**config.mk**
```make
export PLATFORM = sky130hd
export DESIGN_NAME = rational_arithmetic_unit
export DESIGN_NICKNAME = d
export VERILOG_FILES = /design/src/rtl/rau_pkg.sv /design/src/rtl/rational_arithmetic_unit.sv /design/src/rtl/rau_ctrl.sv /design/src/rtl/rau_dp.sv
export SDC_FILE = /design/constraint.sdc
export NUM_CORES = 2
export LEC_CHECK = 0
export ABC_CLOCK_PERIOD_IN_PS = 14500
export BUFFER_PORTS_ARGS = -buffer_cell sky130_fd_sc_hd__buf_2
export CORE_ASPECT_RATIO = 0.75
export CORE_MARGIN = 2
export CORE_UTILIZATION = 61
export CTS_CLUSTER_DIAMETER = 30
export CTS_CLUSTER_SIZE = 30
export DETAILED_ROUTE_END_ITERATION = 10
export PLACE_DENSITY = 0.74
export SLEW_MARGIN = 30
export SYNTH_ARGS = -nofsm -noshare
export SYNTH_HDL_FRONTEND = slang
export SYNTH_SLANG_ARGS = --single-unit
export TNS_END_PERCENT = 1
```
**constraint.sdc**
```tcl
create_clock -name clk -period 14.5 [get_ports clk]
set_input_delay 1.45 -clock clk [delete_from_list [all_inputs] [get_ports clk]]
set_output_delay 1.45 -clock clk [all_outputs]
set_load 0.03 [all_outputs]
```
**src/rtl/rau_pkg.sv**
```systemverilog
// ----------------------------------------------------------------------------
// rau_pkg
// Shared types, codes and widths of the rational arithmetic unit.
// ----------------------------------------------------------------------------
package rau_pkg;

	localparam int FIELD_W = 16;             // width of an operand field on the bus
	localparam int OPW     = 16;             // operand bits in use, sign at the top
	localparam int PW      = 2 * OPW;        // product magnitude
	localparam int NW      = PW + 1;         // sum magnitude, gcd and divider width
	localparam int KW      = $clog2(NW + 1); // shift and bit counters
	localparam int RNUM_W  = 33;
	localparam int RDEN_W  = 31;
	localparam int FUNC_W  = 4;
	localparam int ERR_W   = 2;
	localparam int IN_W    = 4 * FIELD_W;
	localparam int OUT_RAW = RNUM_W + RDEN_W + 1 + ERR_W;
	localparam int OUT_W   = ((OUT_RAW + 7) / 8) * 8;

	localparam logic [FUNC_W-1:0] FN_ADD    = 4'd0;
	localparam logic [FUNC_W-1:0] FN_SUB    = 4'd1;
	localparam logic [FUNC_W-1:0] FN_MUL    = 4'd2;
	localparam logic [FUNC_W-1:0] FN_DIV    = 4'd3;
	localparam logic [FUNC_W-1:0] FN_EQ     = 4'd4;
	localparam logic [FUNC_W-1:0] FN_NE     = 4'd5;
	localparam logic [FUNC_W-1:0] FN_LT     = 4'd6;
	localparam logic [FUNC_W-1:0] FN_GT     = 4'd7;
	localparam logic [FUNC_W-1:0] FN_REDUCE = 4'd8;

	localparam logic [ERR_W-1:0] ERR_NONE     = 2'd0;
	localparam logic [ERR_W-1:0] ERR_DEN_ZERO = 2'd1;
	localparam logic [ERR_W-1:0] ERR_DIV_ZERO = 2'd2;

	typedef enum logic [2:0] {
		ST_IDLE,
		ST_MUL,
		ST_SUM,
		ST_GCD,
		ST_DIV,
		ST_OUT
	} state_t;

	typedef struct packed {
		logic load;
		logic mul;
		logic sum;
		logic gcd_step;
		logic div_init;
		logic div_step;
		logic out_load;
	} cmd_t;

	typedef struct packed {
		logic mul_last;
		logic early;
		logic gcd_done;
		logic div_last;
		logic out_full;
	} stat_t;

endpackage

```
**src/rtl/rational_arithmetic_unit.sv**
```systemverilog
// ----------------------------------------------------------------------------
// rational_arithmetic_unit
// Exact add, sub, mul, div, compare and reduce of two signed fractions.
// ----------------------------------------------------------------------------
// channel   dir  tdata                                     tuser
// s_axis    in   a_num, a_den, b_num, b_den (16 b each)    func
// m_axis    out  res_num, res_den, flag, error, pad to 72  -
//
// One request at a time: three products on the shared 16x16 multiplier, a sum,
// a binary gcd loop, a bit-serial restoring divide, then the output register.
// Compares, errors and unknown codes skip gcd and divide; fractions spend
// most of their time in the gcd loop and the bit-serial divider.
// Reset clears the sequencer and the output valid; a stalled result holds in
// the output register while the next request is taken and worked on.
// ----------------------------------------------------------------------------
module rational_arithmetic_unit (
	input  logic                       clk,
	input  logic                       arst_n,
	input  logic                       s_axis_tvalid,
	output logic                       s_axis_tready,
	input  logic [rau_pkg::IN_W-1:0]   s_axis_tdata,  // a_num, a_den, b_num, b_den
	input  logic [rau_pkg::FUNC_W-1:0] s_axis_tuser,  // func
	output logic                       m_axis_tvalid,
	input  logic                       m_axis_tready,
	output logic [rau_pkg::OUT_W-1:0]  m_axis_tdata   // res_num, res_den, flag, error
);
	import rau_pkg::*;

	cmd_t  cmd;
	stat_t stat;

	rau_ctrl u_ctrl (
		.clk           (clk),
		.arst_n        (arst_n),
		.s_axis_tvalid (s_axis_tvalid),
		.s_axis_tready (s_axis_tready),
		.stat          (stat),
		.cmd           (cmd)
	);

	rau_dp u_dp (
		.clk           (clk),
		.arst_n        (arst_n),
		.cmd           (cmd),
		.stat          (stat),
		.s_axis_tdata  (s_axis_tdata),
		.s_axis_tuser  (s_axis_tuser),
		.m_axis_tvalid (m_axis_tvalid),
		.m_axis_tready (m_axis_tready),
		.m_axis_tdata  (m_axis_tdata)
	);

endmodule

```
**src/rtl/rau_ctrl.sv**
```systemverilog
// ----------------------------------------------------------------------------
// rau_ctrl
// Sequencer: load, three products, sum, binary gcd, division, result.
// ----------------------------------------------------------------------------
module rau_ctrl (
	input  logic           clk,
	input  logic           arst_n,
	input  logic           s_axis_tvalid,
	output logic           s_axis_tready,
	input  rau_pkg::stat_t stat,
	output rau_pkg::cmd_t  cmd
);
	import rau_pkg::*;

	state_t state_q;
	state_t state_nx;

	always_ff @(posedge clk or negedge arst_n) begin
		if (!arst_n) begin
			state_q <= ST_IDLE;
		end else begin
			state_q <= state_nx;
		end
	end

	always_comb begin
		state_nx = state_q;
		case (state_q)
			ST_IDLE: begin
				if (s_axis_tvalid) state_nx = ST_MUL;
			end
			ST_MUL: begin
				if (stat.mul_last) state_nx = ST_SUM;
			end
			ST_SUM: begin
				state_nx = stat.early ? ST_OUT : ST_GCD;
			end
			ST_GCD: begin
				if (stat.gcd_done) state_nx = ST_DIV;
			end
			ST_DIV: begin
				if (stat.div_last) state_nx = ST_OUT;
			end
			ST_OUT: begin
				if (!stat.out_full) state_nx = ST_IDLE;
			end
			default: begin
				state_nx = ST_IDLE;
			end
		endcase
	end

	always_comb begin
		cmd           = '0;
		s_axis_tready = 1'b0;
		case (state_q)
			ST_IDLE: begin
				s_axis_tready = 1'b1;
				cmd.load      = s_axis_tvalid;
			end
			ST_MUL: begin
				cmd.mul = 1'b1;
			end
			ST_SUM: begin
				cmd.sum = 1'b1;
			end
			ST_GCD: begin
				cmd.gcd_step = !stat.gcd_done;
				cmd.div_init = stat.gcd_done;
			end
			ST_DIV: begin
				cmd.div_step = 1'b1;
			end
			ST_OUT: begin
				cmd.out_load = !stat.out_full;
			end
			default: begin
				cmd = '0;
			end
		endcase
	end

endmodule

```
**src/rtl/rau_dp.sv**
```systemverilog
// ----------------------------------------------------------------------------
// rau_dp
// Datapath: sign-magnitude operands, shared multiplier, binary gcd,
// twin restoring dividers and the result register.
// ----------------------------------------------------------------------------
module rau_dp (
	input  logic                       clk,
	input  logic                       arst_n,
	input  rau_pkg::cmd_t              cmd,
	output rau_pkg::stat_t             stat,
	input  logic [rau_pkg::IN_W-1:0]   s_axis_tdata,
	input  logic [rau_pkg::FUNC_W-1:0] s_axis_tuser,
	output logic                       m_axis_tvalid,
	input  logic                       m_axis_tready,
	output logic [rau_pkg::OUT_W-1:0]  m_axis_tdata
);
	import rau_pkg::*;

	function automatic logic [OPW-1:0] mag_of(input logic [OPW-1:0] v);
		return v[OPW-1] ? (~v + 1'b1) : v;
	endfunction

	localparam logic [OPW-1:0] ONE = OPW'(1);

	logic [FUNC_W-1:0] func_q;
	logic [OPW-1:0]    an_mag_q, ad_mag_q, bn_mag_q, bd_mag_q;
	logic              an_neg_q, ad_neg_q, bn_neg_q, bd_neg_q;

	logic [1:0]    mul_cnt_q;
	logic [PW-1:0] p_mag_q [3];
	logic          p_neg_q [3];

	logic [NW-1:0] n_mag_q;
	logic          n_neg_q;
	logic [NW-1:0] u_q, v_q, g_q;
	logic [KW-1:0] k_q, div_cnt_q;
	logic [NW-1:0] qn_q, qd_q;
	logic [NW:0]   rn_q, rd_q;

	logic [RNUM_W-1:0] res_num_q;
	logic [RDEN_W-1:0] res_den_q;
	logic              flag_q;
	logic [ERR_W-1:0]  err_q;
	logic              out_valid_q;

	// operand decode
	logic is_frac, is_cmp;
	logic [ERR_W-1:0] err_c;
	always_comb begin
		is_frac = (func_q == FN_ADD) || (func_q == FN_SUB) || (func_q == FN_MUL) ||
			(func_q == FN_DIV) || (func_q == FN_REDUCE);
		is_cmp  = (func_q == FN_EQ) || (func_q == FN_NE) || (func_q == FN_LT) ||
			(func_q == FN_GT);
		err_c   = ERR_NONE;
		if (is_frac || is_cmp) begin
			if (ad_mag_q == '0 || (func_q != FN_REDUCE && bd_mag_q == '0))
				err_c = ERR_DEN_ZERO;
			else if (func_q == FN_DIV && bn_mag_q == '0)
				err_c = ERR_DIV_ZERO;
		end
	end

	// product select: cross terms, second term negated for sub and compares
	logic [OPW-1:0] x_mag, y_mag;
	logic           x_neg, y_neg, inv;
	logic [PW-1:0]  prod;
	always_comb begin
		x_mag = an_mag_q;
		x_neg = an_neg_q;
		y_mag = bd_mag_q;
		y_neg = bd_neg_q;
		inv   = 1'b0;
		case (mul_cnt_q)
			2'd0: begin
				if (func_q == FN_MUL) begin
					y_mag = bn_mag_q;
					y_neg = bn_neg_q;
				end else if (func_q == FN_REDUCE) begin
					y_mag = ONE;
					y_neg = 1'b0;
				end
			end
			2'd1: begin
				x_mag = bn_mag_q;
				x_neg = bn_neg_q;
				y_mag = is_cmp || func_q == FN_ADD || func_q == FN_SUB ? ad_mag_q : '0;
				y_neg = ad_neg_q;
				inv   = is_cmp || func_q == FN_SUB;
			end
			default: begin
				x_mag = ad_mag_q;
				x_neg = ad_neg_q;
				if (func_q == FN_REDUCE) begin
					y_mag = ONE;
					y_neg = 1'b0;
				end else if (func_q == FN_DIV) begin
					y_mag = bn_mag_q;
					y_neg = bn_neg_q;
				end
			end
		endcase
		prod = {{OPW{1'b0}}, x_mag} * {{OPW{1'b0}}, y_mag};
	end

	// signed-magnitude sum of the two numerator terms
	logic [NW-1:0] s_mag, t0, t1;
	logic          s_neg;
	always_comb begin
		t0 = {1'b0, p_mag_q[0]};
		t1 = {1'b0, p_mag_q[1]};
		if (p_neg_q[0] == p_neg_q[1]) begin
			s_mag = t0 + t1;
			s_neg = p_neg_q[0];
		end else if (t0 >= t1) begin
			s_mag = t0 - t1;
			s_neg = p_neg_q[0];
		end else begin
			s_mag = t1 - t0;
			s_neg = p_neg_q[1];
		end
		if (s_mag == '0) s_neg = 1'b0;
	end

	// binary gcd step
	logic [NW-1:0] u_nx, v_nx;
	logic [KW-1:0] k_nx;
	always_comb begin
		u_nx = u_q;
		v_nx = v_q;
		k_nx = k_q;
		if (!u_q[0] && !v_q[0]) begin
			u_nx = u_q >> 1;
			v_nx = v_q >> 1;
			k_nx = k_q + 1'b1;
		end else if (!u_q[0]) begin
			u_nx = u_q >> 1;
		end else if (!v_q[0]) begin
			v_nx = v_q >> 1;
		end else if (u_q >= v_q) begin
			u_nx = (u_q - v_q) >> 1;
		end else begin
			v_nx = (v_q - u_q) >> 1;
		end
	end

	// restoring divide step, both dividends share the divisor
	logic [NW:0]   rn_sh, rd_sh, g_ext;
	logic          n_ge, d_ge;
	always_comb begin
		g_ext = {1'b0, g_q};
		rn_sh = {rn_q[NW-1:0], qn_q[NW-1]};
		rd_sh = {rd_q[NW-1:0], qd_q[NW-1]};
		n_ge  = rn_sh >= g_ext;
		d_ge  = rd_sh >= g_ext;
	end

	// result fields
	logic              frac_neg, cmp_neg, cmp_zero, flag_c;
	logic [RNUM_W-1:0] num_c;
	logic [RDEN_W-1:0] den_c;
	always_comb begin
		frac_neg = (n_neg_q != p_neg_q[2]) && (qn_q != '0);
		cmp_zero = (n_mag_q == '0);
		cmp_neg  = n_neg_q != (ad_neg_q != bd_neg_q);
		case (func_q)
			FN_EQ:   flag_c = cmp_zero;
			FN_NE:   flag_c = !cmp_zero;
			FN_LT:   flag_c = !cmp_zero && cmp_neg;
			FN_GT:   flag_c = !cmp_zero && !cmp_neg;
			default: flag_c = 1'b0;
		endcase
		num_c = '0;
		den_c = '0;
		if (err_c != ERR_NONE) begin
			flag_c = 1'b0;
		end else if (is_frac) begin
			num_c = frac_neg ? RNUM_W'(~qn_q + 1'b1) : RNUM_W'(qn_q);
			den_c = qd_q[RDEN_W-1:0];
		end
	end

	always_ff @(posedge clk or negedge arst_n) begin
		if (!arst_n) begin
			mul_cnt_q   <= '0;
			div_cnt_q   <= '0;
			out_valid_q <= 1'b0;
		end else begin
			if (cmd.load)
				mul_cnt_q <= '0;
			else if (cmd.mul)
				mul_cnt_q <= mul_cnt_q + 1'b1;
			if (cmd.div_init)
				div_cnt_q <= '0;
			else if (cmd.div_step)
				div_cnt_q <= div_cnt_q + 1'b1;
			if (cmd.out_load)
				out_valid_q <= 1'b1;
			else if (m_axis_tready)
				out_valid_q <= 1'b0;
		end
	end

	always_ff @(posedge clk) begin
		if (cmd.load) begin
			func_q   <= s_axis_tuser;
			an_mag_q <= mag_of(s_axis_tdata[0*FIELD_W +: OPW]);
			ad_mag_q <= mag_of(s_axis_tdata[1*FIELD_W +: OPW]);
			bn_mag_q <= mag_of(s_axis_tdata[2*FIELD_W +: OPW]);
			bd_mag_q <= mag_of(s_axis_tdata[3*FIELD_W +: OPW]);
			an_neg_q <= s_axis_tdata[0*FIELD_W + OPW - 1];
			ad_neg_q <= s_axis_tdata[1*FIELD_W + OPW - 1];
			bn_neg_q <= s_axis_tdata[2*FIELD_W + OPW - 1];
			bd_neg_q <= s_axis_tdata[3*FIELD_W + OPW - 1];
		end
		if (cmd.mul) begin
			p_mag_q[mul_cnt_q] <= prod;
			p_neg_q[mul_cnt_q] <= (x_neg ^ y_neg ^ inv) && (prod != '0);
		end
		if (cmd.sum) begin
			n_mag_q <= s_mag;
			n_neg_q <= s_neg;
			u_q     <= s_mag;
			v_q     <= {1'b0, p_mag_q[2]};
			k_q     <= '0;
		end
		if (cmd.gcd_step) begin
			u_q <= u_nx;
			v_q <= v_nx;
			k_q <= k_nx;
		end
		if (cmd.div_init) begin
			g_q  <= v_q << k_q;
			qn_q <= n_mag_q;
			qd_q <= {1'b0, p_mag_q[2]};
			rn_q <= '0;
			rd_q <= '0;
		end
		if (cmd.div_step) begin
			rn_q <= n_ge ? rn_sh - g_ext : rn_sh;
			rd_q <= d_ge ? rd_sh - g_ext : rd_sh;
			qn_q <= {qn_q[NW-2:0], n_ge};
			qd_q <= {qd_q[NW-2:0], d_ge};
		end
		if (cmd.out_load) begin
			res_num_q <= num_c;
			res_den_q <= den_c;
			flag_q    <= flag_c;
			err_q     <= err_c;
		end
	end

	always_comb begin
		stat.mul_last = (mul_cnt_q == 2'd2);
		stat.early    = (err_c != ERR_NONE) || !is_frac;
		stat.gcd_done = (u_q == '0);
		stat.div_last = (div_cnt_q == KW'(NW - 1));
		stat.out_full = out_valid_q && !m_axis_tready;
	end

	assign m_axis_tvalid = out_valid_q;
	assign m_axis_tdata  = {{(OUT_W - OUT_RAW){1'b0}}, err_q, flag_q, res_den_q, res_num_q};

`ifndef SYNTHESIS
	a_one_cmd: assert property (@(posedge clk) disable iff (!arst_n)
		$onehot0({cmd.load, cmd.mul, cmd.sum, cmd.gcd_step, cmd.div_init,
			cmd.div_step, cmd.out_load}))
		else $error("more than one datapath command at once");
	a_gcd_v: assert property (@(posedge clk) disable iff (!arst_n)
		cmd.gcd_step |-> v_q != '0)
		else $error("gcd lost its nonzero operand");
	a_rem: assert property (@(posedge clk) disable iff (!arst_n)
		cmd.div_step |-> rn_q < g_ext && rd_q < g_ext)
		else $error("divider remainder not below divisor");
	a_den_pos: assert property (@(posedge clk) disable iff (!arst_n)
		cmd.out_load && is_frac && err_c == ERR_NONE |=> res_den_q != '0)
		else $error("fraction result with zero denominator");
`endif

endmodule
```
==> results.md <==
- Status: finished clean
- Flop and latch count out of synthesis: 520
- DR vias/cell: between 6 and 7
- Max incr delay on CP: approximately 0.61 ns
- Die area: roughly 76000 um^2
- Tightest Hold Check Type: flip-flop to flip-flop
- Wirelength per Cell: 24.3 um
- First-pass GRT wire length: 226 mm
- Period utilization: 0.675
- Critical path class: flip-flop to flip-flop
- Crit path top cell by count: fa_1
- Final ANT Viol Nets: 0
- Post-synthesis sequential area ratio: 0.344
- Commonest non-fill, non-tap cell in the layout: nand2_1
- Die height: around 240 um
- Worst reg-to-reg setup slack: approximately 4.7 ns
- DRC viols: 0
- Overflow after GRT: 0
- RD Place Congestion: just over 1
- Syn Inst Count: ~5000
- Count of different cell masters after synthesis: 94
- Maxcap violations: 0
- RSZ-0062 raised after global routing: no
- WP data required: between 10 and 15 ns
- Setup TNS Final: 0 ns
- Max Fclk: 102 MHz
- Ports: between 100 and 150
- Syn Area/Cell: about 9 um^2
- Core box area: around 73000 um^2
- Startpoint Class: flip-flop
- Num rows: between 80 and 90
- Actual transition at the worst max-transition pin: roughly 1.1 ns
- I/O Buffers: 140
- Capturing point of the worst reg2reg path: u_dp.p_neg_q[1]
- YS warnings: 0
- Prevailing post-synth register cell: edfxtp_1
- Most frequent cells in the layout: 684 x nand2_1, 508 x edfxtp_1, 497 x inv_1
- Initial Util: 0.615
- Drt first pass iters: 6
- Post-synth EDFFs: ~500
- Hold-critical path depth: 2
- Nets: approximately 5700
- Skew-Pair Late Insertion Delay: 0.67 ns
- Largest net degree at the start of global routing: between 80 and 90
- Layout cells sized above 1: 0.0906
- GRT Overall Usage: 0.389
- Post-Syn Area: around 45000 um^2
- Worst R2R Path Depth: 29
- Hold Path Origin: u_dp.qd_q[25]
- CTS hold repair buffers: 0
- Hold Path Sink: u_dp.qd_q[26]
- Tmin final: approximately 10 ns
- Slew headroom: 0.252
- Clk root buf: clkbuf_16
- Setup crit end kind: flip-flop
- Clk sinks: 520
- Post-DP HPWL: about 120 mm
- Initial antenna violation count: 11
- Max Transition Viols Final: 0
- CTS buffer count: 89
- Post-CTS Setup Repair Bufs: 0
- Routed WL: approximately 150 mm
- WP data arrival: roughly 10 ns
- Area growth, synth to finish: 10.8%
- Vias in the first global route: between 30000 and 40000
- Hold_ws: 0.527 ns
- Post-synth ARST share: 0.0231
- Iteration-0 DRC count of the detailed router: 4965
- Critical path peak fanout: 36
- R2r startpoint: u_dp.mul_cnt_q[0]
- Clock skew: 0.0698 ns
- Final Hold Vio Count: 0
- Clock transition at path regs: 0.06 ns
- CTS-repair resized insts: 0
- Die X: about 320 um
- CP max stage cell: nor2_4
- Final setup viols: 0
- Max Root-Sink Buffers: 3
- CTS tree: yes
- DR vias: around 40000
- CTS H-tree lvls: 3
==> worst max-delay path by stage <==
stage / endpoint / slack (ns) / from / cells after the start
global route: u_dp.p_neg_q[1] / 4.19 / u_dp.mul_cnt_q[0] / 30
detailed placement: u_dp.p_neg_q[1] / 4.86 / u_dp.mul_cnt_q[0] / 29
floorplan: u_dp.p_neg_q[0] / 6.03 / u_dp.mul_cnt_q[0] / 31
finish: u_dp.p_neg_q[1] / 4.72 / u_dp.mul_cnt_q[0] / 29
global placement: u_dp.p_neg_q[0] / 4.64 / u_dp.mul_cnt_q[0] / 30
CTS: u_dp.p_neg_q[1] / 4.81 / u_dp.mul_cnt_q[0] / 30
==> registers in the layout, indices dropped and copies added, names as in the netlist, 31 cells and up <==
| signal | flops |
|---|---|
| u_dp.res_den_q | 31 |
| u_dp.rd_q | 33 |
| u_dp.rn_q | 33 |
| u_dp.u_q | 33 |
| u_dp.qd_q | 33 |
| u_dp.qn_q | 33 |
| u_dp.v_q | 32 |
| u_dp.g_q | 33 |
| u_dp.res_num_q | 33 |
| u_dp.n_mag_q | 33 |
| u_dp.p_mag_q | 96 |
==> cells by family after synthesis <==
| logic type | synth area share |
|---|---|
| simple gates | 0.178 |
| other cells | 0.0000830 |
| buf+inv | 0.0629 |
| xor+xnor | 0.0479 |
| compound gates | 0.165 |
| fa+ha+maj | 0.184 |
| flops | 0.344 |
| mux | 0.0174 |
==> layer usage <==
| metal | track usage | wire length (um) | up-vias | part of all wire |
|---|---|---|---|---|
| met3 | 0.108 | 17700 | 393 | 0.12 |
| met1 | 0.538 | 61600 | 18900 | 0.41 |
| met5 | 0.0140 | 213 | - | 0.0014 |
| li1 | - | - | 17700 | - |
| met2 | 0.575 | 63000 | 2320 | 0.42 |
| met4 | 0.163 | 7020 | 12 | 0.047 |
==> synth_stat cells, types with 49 or more instances <==
cell,count,area share
a211oi_1,50,0.0083
a21o_1,137,0.023
a21oi_1,337,0.037
and2_1,52,0.0072
clkbuf_1,170,0.014
edfxtp_1,508,0.34
fa_1,201,0.089
ha_1,343,0.095
inv_1,497,0.041
nand2_1,684,0.057
nand2b_1,52,0.0072
nand3_1,74,0.0082
nand4_1,49,0.0068
nor2_1,500,0.042
nor3_1,109,0.012
nor4_1,54,0.0075
o21ai_0,207,0.023
or3_1,53,0.0073
xnor2_1,165,0.032
xor2_1,82,0.016
==> metrics by stage <==
stage	util	area, um^2	setup WS, ns	instances
global route	0.681	50000	4.19	6145
floorplan	-	45200	6.03	5029
detailed placement	0.639	46900	4.86	5978
finish	0.682	50000	4.72	6151
global placement	0.638	46800	4.64	5977
CTS	0.681	50000	4.81	6145
==> area by class of cell <==
class | instances | area [um^2]
multi-input combinational | 3768 | 27000
fill | 5913 | 23400
sequential | 520 | 15600
clock buffer | 95 | 2250
inverter | 502 | 1880
timing repair buffer | 220 | 1320
tap | 968 | 1210
clock inverter | 72 | 825
antenna | 6 | 15.0
==> worst max-delay path: cells and delay by family, from the launching register on <==
family / cells / cell delay (ns)
flops: 1 / 0.37
simple gates: 6 / 2.51
xor+xnor: 1 / 0.13
compound gates: 9 / 2.38
buf+inv: 5 / 0.47
fa+ha+maj: 8 / 3.55
Power is left out: the tool's default activity adds up to more than one toggle a clock period on the data nets, which glitch-free logic cannot reach.
